==> config.mk <==
export PLATFORM = sky130hd
export DESIGN_NAME = iso_timestamp_to_dos_datetime
export DESIGN_NICKNAME = d
export VERILOG_FILES = /design/src/hw/rtl/tsd_pkg.sv /design/src/hw/rtl/iso_timestamp_to_dos_datetime.sv /design/src/hw/rtl/tsd_parse.sv /design/src/hw/rtl/tsd_pack.sv
export SDC_FILE = /design/constraint.sdc
export NUM_CORES = 1
export LEC_CHECK = 0
export ABC_AREA = 0
export BUFFER_PORTS_ARGS = -buffer_cell sky130_fd_sc_hd__buf_2
export CAP_MARGIN = 20
export CORE_MARGIN = 2
export CORE_UTILIZATION = 45
export CTS_BUF_LIST = sky130_fd_sc_hd__clkbuf_8
export DETAILED_ROUTE_END_ITERATION = 10
export PLACE_DENSITY = 0.68
export SLEW_MARGIN = 20
export SYNTH_ARGS = -nofsm -noshare
export SYNTH_HDL_FRONTEND = slang
export SYNTH_SLANG_ARGS = --single-unit
==> constraint.sdc <==
create_clock -name clk -period 3.64 [get_ports clk]
set_input_delay 0.364 -clock clk [delete_from_list [all_inputs] [get_ports clk]]
set_output_delay 0.364 -clock clk [all_outputs]
set_load 0.05 [all_outputs]
==> src/hw/rtl/tsd_pkg.sv <==
package tsd_pkg;

	// One character of the timestamp text
	typedef struct packed {
		logic [7:0] char_code;
		logic       is_last;
	} tsd_char_t;

	// One converted timestamp
	typedef struct packed {
		logic [15:0] dos_date;
		logic [15:0] dos_time;
		logic [1:0]  status;
	} tsd_result_t;

	// Accumulated fields of a finished timestamp, parser to packer
	typedef struct packed {
		logic [13:0] year;
		logic [6:0]  month;
		logic [6:0]  day;
		logic [6:0]  hour;
		logic [6:0]  minute;
		logic [6:0]  second;
		logic        bad;
	} tsd_fields_t;

	// Status codes
	localparam logic [1:0] StatusOk      = 2'd0;
	localparam logic [1:0] StatusBad     = 2'd1;
	localparam logic [1:0] StatusIgnored = 2'd2;

	// Character positions of the separators and the last character
	localparam logic [4:0] PosDash1   = 5'd4;
	localparam logic [4:0] PosDash2   = 5'd7;
	localparam logic [4:0] PosT       = 5'd10;
	localparam logic [4:0] PosColon1  = 5'd13;
	localparam logic [4:0] PosColon2  = 5'd16;
	localparam logic [4:0] PosLast    = 5'd18;
	localparam logic [4:0] TsLen      = 5'd19;
	localparam logic [4:0] PosMax     = 5'd31;

	// ASCII codes
	localparam logic [7:0] ChDash  = 8'h2D;
	localparam logic [7:0] ChT     = 8'h54;
	localparam logic [7:0] ChColon = 8'h3A;
	localparam logic [7:0] ChZero  = 8'h30;
	localparam logic [7:0] ChNine  = 8'h39;

	// Field limits
	localparam logic [13:0] YearMin    = 14'd1900;
	localparam logic [13:0] DosYearMin = 14'd1980;
	localparam logic [13:0] DosYearMax = 14'd2107;
	localparam logic [6:0]  MonthMax   = 7'd12;
	localparam logic [6:0]  DayMax     = 7'd31;
	localparam logic [6:0]  HourMax    = 7'd23;
	localparam logic [6:0]  MinSecMax  = 7'd59;

endpackage

==> src/hw/rtl/iso_timestamp_to_dos_datetime.sv <==
// Converts YYYY-MM-DDThh:mm:ss text, one character per transfer, to MS-DOS date/time.
// Throughput: one character per cycle while the result side does not stall; the decimal accumulate is combinational.
// Pipeline: two register stages; the parser output register loads at the transfer of the
// last character, and the result then passes to the pack/output register once it is free.
// Reset (arst_n low, asynchronous) clears the character position, accumulators,
// error flag and both valid bits; no result is pending after reset.
module iso_timestamp_to_dos_datetime (
	input  logic                 clk,
	input  logic                 arst_n,
	input  logic                 char_valid,
	output logic                 char_ready,
	input  tsd_pkg::tsd_char_t   char_data,
	output logic                 result_valid,
	input  logic                 result_ready,
	output tsd_pkg::tsd_result_t result_data
);

	logic                 fields_valid;
	logic                 fields_ready;
	tsd_pkg::tsd_fields_t fields;

	// Character parser and field accumulators
	tsd_parse u_parse (
		.clk          (clk),
		.arst_n       (arst_n),
		.char_valid   (char_valid),
		.char_ready   (char_ready),
		.char_data    (char_data),
		.fields_valid (fields_valid),
		.fields_ready (fields_ready),
		.fields       (fields)
	);

	// Range check and word packing
	tsd_pack u_pack (
		.clk          (clk),
		.arst_n       (arst_n),
		.fields_valid (fields_valid),
		.fields_ready (fields_ready),
		.fields       (fields),
		.result_valid (result_valid),
		.result_ready (result_ready),
		.result_data  (result_data)
	);

endmodule

==> src/hw/rtl/tsd_parse.sv <==
module tsd_parse (
	input  logic                 clk,
	input  logic                 arst_n,
	input  logic                 char_valid,
	output logic                 char_ready,
	input  tsd_pkg::tsd_char_t   char_data,
	output logic                 fields_valid,
	input  logic                 fields_ready,
	output tsd_pkg::tsd_fields_t fields
);

	// Decimal accumulate, truncated to the field width
	function automatic logic [13:0] dec14(input logic [13:0] a, input logic [3:0] d);
		logic [17:0] w;
		w = 18'(a) * 18'd10 + 18'(d);
		return w[13:0];
	endfunction

	function automatic logic [6:0] dec7(input logic [6:0] a, input logic [3:0] d);
		logic [10:0] w;
		w = 11'(a) * 11'd10 + 11'(d);
		return w[6:0];
	endfunction

	logic [4:0]  pos_q;
	logic [13:0] year_q,   year_nxt;
	logic [6:0]  month_q,  month_nxt;
	logic [6:0]  day_q,    day_nxt;
	logic [6:0]  hour_q,   hour_nxt;
	logic [6:0]  minute_q, minute_nxt;
	logic [6:0]  second_q, second_nxt;
	logic        bad_q,    bad_nxt;
	logic        is_digit;
	logic [3:0]  digit;
	logic        accept;
	logic        fields_valid_s1;
	tsd_pkg::tsd_fields_t fields_s1;

	assign char_ready   = !fields_valid_s1 || fields_ready;
	assign accept       = char_valid && char_ready;
	assign fields_valid = fields_valid_s1;
	assign fields       = fields_s1;

	assign is_digit = (char_data.char_code >= tsd_pkg::ChZero) &&
	                  (char_data.char_code <= tsd_pkg::ChNine);
	assign digit    = char_data.char_code[3:0];

	// Per-character check and accumulate
	always_comb begin
		year_nxt   = year_q;
		month_nxt  = month_q;
		day_nxt    = day_q;
		hour_nxt   = hour_q;
		minute_nxt = minute_q;
		second_nxt = second_q;
		bad_nxt    = bad_q;
		if (pos_q >= tsd_pkg::TsLen) begin
			bad_nxt = 1'b1;
		end else if (pos_q inside {tsd_pkg::PosDash1, tsd_pkg::PosDash2}) begin
			if (char_data.char_code != tsd_pkg::ChDash) bad_nxt = 1'b1;
		end else if (pos_q == tsd_pkg::PosT) begin
			if (char_data.char_code != tsd_pkg::ChT) bad_nxt = 1'b1;
		end else if (pos_q inside {tsd_pkg::PosColon1, tsd_pkg::PosColon2}) begin
			if (char_data.char_code != tsd_pkg::ChColon) bad_nxt = 1'b1;
		end else if (!is_digit) begin
			bad_nxt = 1'b1;
		end else if (pos_q < tsd_pkg::PosDash1) begin
			year_nxt = dec14(year_q, digit);
		end else if (pos_q < tsd_pkg::PosDash2) begin
			month_nxt = dec7(month_q, digit);
		end else if (pos_q < tsd_pkg::PosT) begin
			day_nxt = dec7(day_q, digit);
		end else if (pos_q < tsd_pkg::PosColon1) begin
			hour_nxt = dec7(hour_q, digit);
		end else if (pos_q < tsd_pkg::PosColon2) begin
			minute_nxt = dec7(minute_q, digit);
		end else begin
			second_nxt = dec7(second_q, digit);
		end
	end

	// Parser state; cleared after the last character of each timestamp
	always_ff @(posedge clk or negedge arst_n) begin
		if (!arst_n) begin
			pos_q    <= '0;
			year_q   <= '0;
			month_q  <= '0;
			day_q    <= '0;
			hour_q   <= '0;
			minute_q <= '0;
			second_q <= '0;
			bad_q    <= 1'b0;
		end else if (accept) begin
			if (char_data.is_last) begin
				pos_q    <= '0;
				year_q   <= '0;
				month_q  <= '0;
				day_q    <= '0;
				hour_q   <= '0;
				minute_q <= '0;
				second_q <= '0;
				bad_q    <= 1'b0;
			end else begin
				if (pos_q != tsd_pkg::PosMax) pos_q <= pos_q + 5'd1;
				year_q   <= year_nxt;
				month_q  <= month_nxt;
				day_q    <= day_nxt;
				hour_q   <= hour_nxt;
				minute_q <= minute_nxt;
				second_q <= second_nxt;
				bad_q    <= bad_nxt;
			end
		end
	end

	// Stage 1 valid
	always_ff @(posedge clk or negedge arst_n) begin
		if (!arst_n) begin
			fields_valid_s1 <= 1'b0;
		end else if (accept && char_data.is_last) begin
			fields_valid_s1 <= 1'b1;
		end else if (fields_ready) begin
			fields_valid_s1 <= 1'b0;
		end
	end

	// Stage 1 payload: final fields of the timestamp
	always_ff @(posedge clk) begin
		if (accept && char_data.is_last) begin
			fields_s1.year   <= year_nxt;
			fields_s1.month  <= month_nxt;
			fields_s1.day    <= day_nxt;
			fields_s1.hour   <= hour_nxt;
			fields_s1.minute <= minute_nxt;
			fields_s1.second <= second_nxt;
			fields_s1.bad    <= bad_nxt || (pos_q != tsd_pkg::PosLast);
		end
	end

`ifndef SYNTHESIS
	a_clear_after_last: assert property (@(posedge clk) disable iff (!arst_n)
		accept && char_data.is_last |=> pos_q == '0 && !bad_q && year_q == '0)
		else $error("parser state not cleared after last character");

	a_pos_saturates: assert property (@(posedge clk) disable iff (!arst_n)
		accept && !char_data.is_last && pos_q == tsd_pkg::PosMax |=>
		pos_q == tsd_pkg::PosMax && bad_q)
		else $error("character position did not saturate");

	a_no_overwrite: assert property (@(posedge clk) disable iff (!arst_n)
		fields_valid_s1 && !fields_ready |=> fields_valid_s1 && $stable(fields_s1))
		else $error("stage 1 fields lost under backpressure");
`endif

endmodule

==> src/hw/rtl/tsd_pack.sv <==
module tsd_pack (
	input  logic                 clk,
	input  logic                 arst_n,
	input  logic                 fields_valid,
	output logic                 fields_ready,
	input  tsd_pkg::tsd_fields_t fields,
	output logic                 result_valid,
	input  logic                 result_ready,
	output tsd_pkg::tsd_result_t result_data
);

	logic                bad;
	logic                in_dos_range;
	logic [13:0]         year_off;
	logic                result_valid_q;
	tsd_pkg::tsd_result_t result_nxt;
	tsd_pkg::tsd_result_t result_q;

	assign fields_ready = !result_valid_q || result_ready;
	assign result_valid = result_valid_q;
	assign result_data  = result_q;

	// Range checks
	assign bad = fields.bad ||
	             (fields.year < tsd_pkg::YearMin) ||
	             (fields.month == '0) || (fields.month > tsd_pkg::MonthMax) ||
	             (fields.day == '0) || (fields.day > tsd_pkg::DayMax) ||
	             (fields.hour > tsd_pkg::HourMax) ||
	             (fields.minute > tsd_pkg::MinSecMax) ||
	             (fields.second > tsd_pkg::MinSecMax);
	assign in_dos_range = (fields.year >= tsd_pkg::DosYearMin) &&
	                      (fields.year <= tsd_pkg::DosYearMax);
	assign year_off     = fields.year - tsd_pkg::DosYearMin;

	// Pack the date and time words
	always_comb begin
		result_nxt.dos_date = '0;
		result_nxt.dos_time = '0;
		if (bad) begin
			result_nxt.status = tsd_pkg::StatusBad;
		end else if (!in_dos_range) begin
			result_nxt.status = tsd_pkg::StatusIgnored;
		end else begin
			result_nxt.status   = tsd_pkg::StatusOk;
			result_nxt.dos_date = {year_off[6:0], fields.month[3:0], fields.day[4:0]};
			result_nxt.dos_time = {fields.hour[4:0], fields.minute[5:0], fields.second[5:1]};
		end
	end

	// Output register valid
	always_ff @(posedge clk or negedge arst_n) begin
		if (!arst_n) begin
			result_valid_q <= 1'b0;
		end else if (fields_valid && fields_ready) begin
			result_valid_q <= 1'b1;
		end else if (result_ready) begin
			result_valid_q <= 1'b0;
		end
	end

	// Output register payload
	always_ff @(posedge clk) begin
		if (fields_valid && fields_ready) result_q <= result_nxt;
	end

`ifndef SYNTHESIS
	a_status_code: assert property (@(posedge clk) disable iff (!arst_n)
		result_valid_q |-> result_q.status == tsd_pkg::StatusOk ||
		result_q.status == tsd_pkg::StatusBad ||
		result_q.status == tsd_pkg::StatusIgnored)
		else $error("undefined status code");

	a_zero_on_fail: assert property (@(posedge clk) disable iff (!arst_n)
		result_valid_q && result_q.status != tsd_pkg::StatusOk |->
		result_q.dos_date == '0 && result_q.dos_time == '0)
		else $error("nonzero words with failing status");

	a_ok_fields: assert property (@(posedge clk) disable iff (!arst_n)
		result_valid_q && result_q.status == tsd_pkg::StatusOk |->
		result_q.dos_date[4:0] != '0 && result_q.dos_date[8:5] != '0 &&
		result_q.dos_time[15:11] <= 5'd23)
		else $error("packed fields out of range with ok status");
`endif

endmodule

## Yosys cells after proc, flatten, opt, wreduce, memory -nomap -nowiden

Index checks and enable logic that the tools add are counted.

| storage, ports and cells | value |
|---|---|
| register bits | 141 |
| bits of input ports | 13 |
| output and inout port bits | 36 |
| ROM bits | 0 |
| latch bits | 0 |
| memory bits (writable) | 0 |
| logic and storage cells | 160 |
| memories kept | 0 |

| cells by class | value |
|---|---|
| bitwise logic cells | 1 |
| shifts and indexed selects | 0 |
| multiply operators | 6 |
| eq/ne operators | 10 |
| order comparisons | 16 |
| muxes and demuxes | 72 |
| reductions and logical operators | 27 |
| $add $sub $neg | 8 |
| divide/modulo/power cells | 0 |

Operator list:

| kind | number |
|---|---|
| $mux W7 | 49 |
| $mux W14 | 7 |
| $add A7 B4 Y7 | 5 |
| $mul A7 B3 Y6 const B | 5 |
| $ne A8 B6 Y1 const B | 2 |
| $add A14 B4 Y14 | 1 |
| $ge A14 B11 Y1 const B | 1 |
| $gt A7 B5 Y1 const B | 2 |
| $gt A7 B6 Y1 const B | 2 |
| $le A14 B12 Y1 const B | 1 |
| $logic_not A7 Y1 | 2 |
| $lt A14 B11 Y1 const B | 1 |
| $mul A14 B3 Y13 const B | 1 |
| $mux W1 | 13 |
| $logic_or A1 B1 Y1 | 11 |
| $eq A5 B3 Y1 const B | 2 |
| $eq A5 B4 Y1 const B | 2 |
| $lt A5 B3 Y1 const B | 2 |
| $lt A5 B4 Y1 const B | 2 |
| $mux W5 | 2 |
| $ne A5 B5 Y1 const B | 2 |
| $reduce_bool A2 Y1 | 5 |
| $ge A8 B6 Y1 const B | 1 |
| $le A8 B6 Y1 const B | 1 |
| other kinds (13) | 18 |

## Longest topological paths before layout

| depth | value |
|---|---|
| word-level depth | 13 |
| depth in mapped cells | 12 |
| gate-level depth less buffers | 10 |

## By module

A second synthesis with hierarchy kept.

| unflattened totals | value |
|---|---|
| cells, all modules | 779 |
| area total of the unflattened synthesis | 8,409.3 µm² |

By module, submodules not included:

| module | instances | area each (µm²) | cells an instance | seq. area each (µm²) |
|---|---|---|---|---|
| tsd_parse | 1 | 6,826.5 | 668 | 2,902.8 |
| tsd_pack | 1 | 1,582.8 | 111 | 1,046.0 |

## Least setup slack after synthesis

Ideal clock, no wire load.

| timing path | value |
|---|---|
| path kind | register to register |
| from | register u_parse.year_q[1] |
| to | register u_parse.fields_s1, in the netlist u_parse.fields[48] (data pin) |
| buffers on the path | 0 |
| stages on the path, launching flop included | 11 |
| data required time | 3,370 ps |
| setup slack | 563 ps |
| arrival | 2,807 ps |
| period minus slack after synthesis | 3,077 ps |
| setup time | 270 ps |
| cell sequence | dfrtp_1 -> ha_1 -> ha_1 -> fa_1 -> a211oi_1 -> nor2_1 -> xor2_1 -> and4_1 -> or3b_2 -> xnor2_1 -> a21oi_1 |

| between the ends | value |
|---|---|
| longest elaborated chain between the ends | 8 |

Ends and longest elaborated chain:

| element | line | text |
|---|---|---|
| from (decl) | tsd_parse.sv:26 | `logic [13:0] year_q, year_nxt;` |
| from (signal assigned) | tsd_parse.sv:105 | `year_q <= year_nxt;` |
| $mul A14 B3 Y13 | tsd_parse.sv:15 | `w = 18'(a) * 18'd10 + 18'(d);` |
| $add A14 B4 Y14 | tsd_parse.sv:15 |  |
| $mux W14 | tsd_parse.sv:67 | `end else if (pos_q < tsd_pkg::PosDash1) begin` |
| $mux W14 | tsd_parse.sv:65 | `end else if (!is_digit) begin` |
| $mux W14 | tsd_parse.sv:63 | `end else if (pos_q inside {tsd_pkg::PosColon1, tsd_pkg::PosColon2}) begin` |
| $mux W14 | tsd_parse.sv:61 | `end else if (pos_q == tsd_pkg::PosT) begin` |
| $mux W14 | tsd_parse.sv:59 | `end else if (pos_q inside {tsd_pkg::PosDash1, tsd_pkg::PosDash2}) begin` |
| $mux W14 | tsd_parse.sv:57 | `if (pos_q >= tsd_pkg::TsLen) begin` |
| via u_parse.year_nxt[12] | tsd_parse.sv:26 |  |
| to (decl) | tsd_parse.sv:37 | `tsd_pkg::tsd_fields_t fields_s1;` |

The timed path passes the listed nets, and every way through them passes these cells.
A chain may end at the register's enable or synchronous reset.

## Worst setup path after layout

Same ends and word-level chain as after synthesis.

==> results.yml <==
global_route:
  number_of_antenna_violations_at_the_first_check_in_global_routing: 0
  globalRouteMet1Util: 0.248
  grt-busiest-layer: "met2"
  grt_util_met2: 0.289
  first_global_vias: 5409
  grt_start_max_net_pins: 35
  global_routing_usage_summed_across_all_routing_layers: 0.180
  grt_overflow: 0
  grt_pass1_wl_mm: 27.7
  globalRouteMet3Util: 0.0301
setup_path:
  critPathMaxStageDelay_ps: 460
  timing_worst_setup_path_type: "register to register"
  critical-path-top-cell-by-count: "ha_1"
  critPathRequiredTime_ps: 3820
  reg2regPathDepth: 10
  critPathSlowestCell: "or3b_2"
  timing.critical_path.to_type: "register"
  timing.critical_path.from_type: "register"
  critical_path.max_fanout: 5
  arrival_ps: 3450
  timing.critical_path.cells: "ha_1 > ha_1 > fa_1 > a211oi_1 > nor2_1 > xor2_1 > and4_1 > or3b_2 > xnor2_1 > a21oi_1"
  crit-reg2reg-capture: "u_parse.fields[48]$_DFFE_PP_"
  regToRegSetupSlack_ps: 370
  startpoint_of_the_most_critical_register_to_register_path: "u_parse.year_q[1]$_DFFE_PN0P_"
synthesis:
  synth_seq_cells: 140
  syn_area_um2: 8100
  netlist.top_cell.by_area: "edfxtp_1"
  synth.net_count: 829
  synth_mux_area_frac: 0.0219
  top_ff_cell_synth: "edfxtp_1"
  synth.yosys.seq_area_share: 0.484
  post_synth_and_or_nand_nor_area_fraction: 0.155
  dominant_combinational_cell_family_by_area_after_synthesis: "simple AND/OR/NAND/NOR gates"
  ys_warn_count: 0
  yosys.area_share.xor_xnor: 0.0612
  synthDistinctLibCells: 62
  syn_avg_cell_area_um2: 10.9
  synth-compound-area-share: 0.124
  post-synth-top-count-cell: "nand2_1"
  synth_edf_count: 83
  synthAdderAreaFrac: 0.128
  yosys.area.top_type_share: 0.308
  fraction_of_registers_with_async_set_or_reset_after_synthesis: 0.407
  ys_top_cells_by_area: "edfxtp_1 31%, dfrtp_1 18%, ha_1 9.9%"
  synth_common_cells: "101 x nand2_1, 83 x edfxtp_1, 64 x ha_1, 60 x o21ai_0, 57 x dfrtp_1"
  syn-instance-count: 740
route:
  drc: 0
  via_count: 5606
  drt-total-wl_mm: 16.7
  number_of_nets_with_antenna_violations_after_detailed_routing: 0
  dr.first_iter.drc_count: 426
  drt_first_pass_iters: 5
  route.detailed.vias_per_inst: 5.40
  drt-wirelength-per-cell_um: 16.1
power:
  share_clk_of_total_power: 0.371
  p_seq_frac: 0.526
  power.share.switching: 0.259
  p_leak_nw: 3.88
  ir_worst_vdd_v: 0.000214
  total_switching_power_uw: 872
  internal-power_mw: 2.50
  pwr-share-comb: 0.103
  power.density_nw_per_um2: 373
cts:
  cts_buffers: 17
  cts_tree: "built"
  h_tree_lvl_count: 4
  insertion_delay_ps: 440
  root_buffer: "clkbuf_8"
  cts_num_sinks: 140
  cts_clock_pin_slew_for_the_worst_setup_and_hold_paths_ps: 80
  clk_path_buf_depth: 2
place:
  finalWeightedCongestion: 0.857
  worst_slack_at_placement_ps: 380
  dpl.cell_count: 1006
  place_hpwl_mm: 12.1
  placement.io_buffers: 48
run_status:
  status: "complete, no violations"
sta:
  final-hold-violation-count: 0
  slew-limit-headroom: 0.315
  timing.final.ws_setup_ps: 373
  layout_worst_path_cycle_share: 0.898
  setup_total_negative_slack_ps: 0
  clock_skew_ps: 11.7
  grt_setup_unrepaired: "false"
  tightest_slew_ps: 1020
  report.final.slew_viol_count: 0
  setup_viol: 0
  post-route-min-period_ps: 3270
  hold-worst-slack_ps: 213
  fmax_mhz: 306
min_path:
  terminating_pin_of_the_worst_hold_path: "u_pack.result_valid$_DFFE_PN0P_"
  min_path_type: "input port to register"
  timing.hold.worst_path_depth: 3
  start_point_of_the_worst_min_delay_path: "result_ready"
floorplanning:
  die_x_um: 138
  design.die.area_um2: 19100
  placementRows: 49
  initial_core_util: 0.454
  coreArea_um2: 17800
  die_y_um: 138
  io_pins: 49
layout:
  n_fill_cell: 1575
  post_route_cells_drive_above_1_share: 0.141
  final-instance-count-excl-fill: 1039
  insertedDiodeCount: 0
  finalNetCount: 886
  synthesis_to_finish_area_growth_pct: 11.6
job:
  max_cap_viol_count: 0
[power groups by stage]
| stage | clock network, mW | logic [mW] | registers (mW) |
|---|---|---|---|
| floorplan | 0 | 0.161 | 1.87 |
| global placement | 0 | 0.343 | 1.80 |
| detailed placement | 0 | 0.345 | 1.81 |
| CTS | 1.28 | 0.348 | 1.77 |
| global route | 1.34 | 0.375 | 1.78 |
| finish | 1.25 | 0.346 | 1.77 |
[through the flow]
stage          power, mW  utilization  instance area, um2
2_1_floorplan       2.03            -                8100
3_3_place_gp        2.15        0.484                8640
3_5_place_dp        2.15        0.484                8640
4_1_cts             3.39        0.507                9040
5_1_grt             3.49        0.507                9040
6_report            3.37        0.507                9040
[cell families (layout without fill, tap and decap cells)]
family	count (synthesis)	after routing
adders and majority gates	76	76
AOI/OAI and AO/OA	156	156
buffers and inverters	50	120
DFF	140	140
and+or+nand+nor	247	247
xor gates and xnor gates	55	55
muxes	16	16
[worst max-delay path, delay by kind of cell, from the launching register on]
kind                     cells  cell delay [ps]
adder cells (fa/ha/maj)      3              960
AND/OR/NAND/NOR              3              790
flip-flops                   1              440
XOR/XNOR                     2              430
AO/OA/AOI/OAI                2              400
[how the worst max path moves through the flow]
| stage | startpoint | to | slack, ps | depth (start not counted) |
|---|---|---|---|---|
| after floorplan | u_parse.year_q[1]$_DFFE_PN0P_ | u_parse.fields[48]$_DFFE_PP_ | 560 | 10 |
| after CTS | u_parse.year_q[1]$_DFFE_PN0P_ | u_parse.fields[48]$_DFFE_PP_ | 370 | 10 |
| final | u_parse.year_q[1]$_DFFE_PN0P_ | u_parse.fields[48]$_DFFE_PP_ | 370 | 10 |
| after global placement | u_parse.year_q[1]$_DFFE_PN0P_ | u_parse.fields[49]$_DFFE_PP_ | 380 | 10 |
| after global routing | u_parse.year_q[1]$_DFFE_PN0P_ | u_parse.fields[49]$_DFFE_PP_ | 90 | 10 |
| after detailed placement | u_parse.year_q[1]$_DFFE_PN0P_ | u_parse.fields[48]$_DFFE_PP_ | 380 | 10 |
[timing repair]
item,4_1_cts,5_1_grt
endpoints found under the hold margin,25,0
buffers inserted,0,0
gates resized for setup,0,0
hold buffers,1,0
[metal layers]
metal	share of wire	wire, um
met5	0	0
met4	0.021	352
met3	0.040	667
met2	0.46	7750
met1	0.47	7930
[cell usage in the layout (no fill, tap or decap), drive strengths merged, types with 4 or more instances in the layout]
master | Yosys | routed
nand2 | 101 | 101
nand3 | 10 | 10
fa | 12 | 12
dfrtp | 57 | 57
o21ai | 62 | 62
mux2 | 14 | 14
nor2 | 29 | 29
nor2b | 9 | 9
a21o | 12 | 12
nor4 | 4 | 4
nand4 | 4 | 4
clkinvlp | 0 | 4
nand2b | 8 | 8
clkinv | 0 | 6
o21a | 5 | 5
or3 | 4 | 4
a32o | 8 | 8
xor2 | 21 | 21
ha | 64 | 64
a21oi | 28 | 28
or4 | 7 | 7
edfxtp | 83 | 83
buf | 3 | 63
and2 | 33 | 33
xnor2 | 33 | 33
a22o | 14 | 14
clkbuf | 23 | 17
nor3b | 7 | 7
nor3 | 15 | 15
inv | 24 | 26
[area by class of cell]
cell class | instances | area [um2] | share of cell area
multi-input combinational | 550 | 3990 | 0.441
clock buffer | 17 | 234 | 0.0259
tap | 229 | 287 | 0.0317
clock inverter | 15 | 158 | 0.0174
inverter | 24 | 90.1 | 0.00997
sequential | 140 | 3920 | 0.434
timing repair buffer | 64 | 363 | 0.0401
[registers in the layout, summed over array words and instances (netlist names)]
name                  flops
u_parse.fields           49
u_pack.result_data       34
u_parse.year_q           14
u_parse.day_q             7
u_parse.hour_q            7
u_parse.minute_q          7
u_parse.month_q           7
u_parse.second_q          7
u_parse.pos_q             5
u_pack.result_valid       1
u_parse.bad_q             1
u_parse.fields_valid      1
Power figures use the tool's default switching activity.
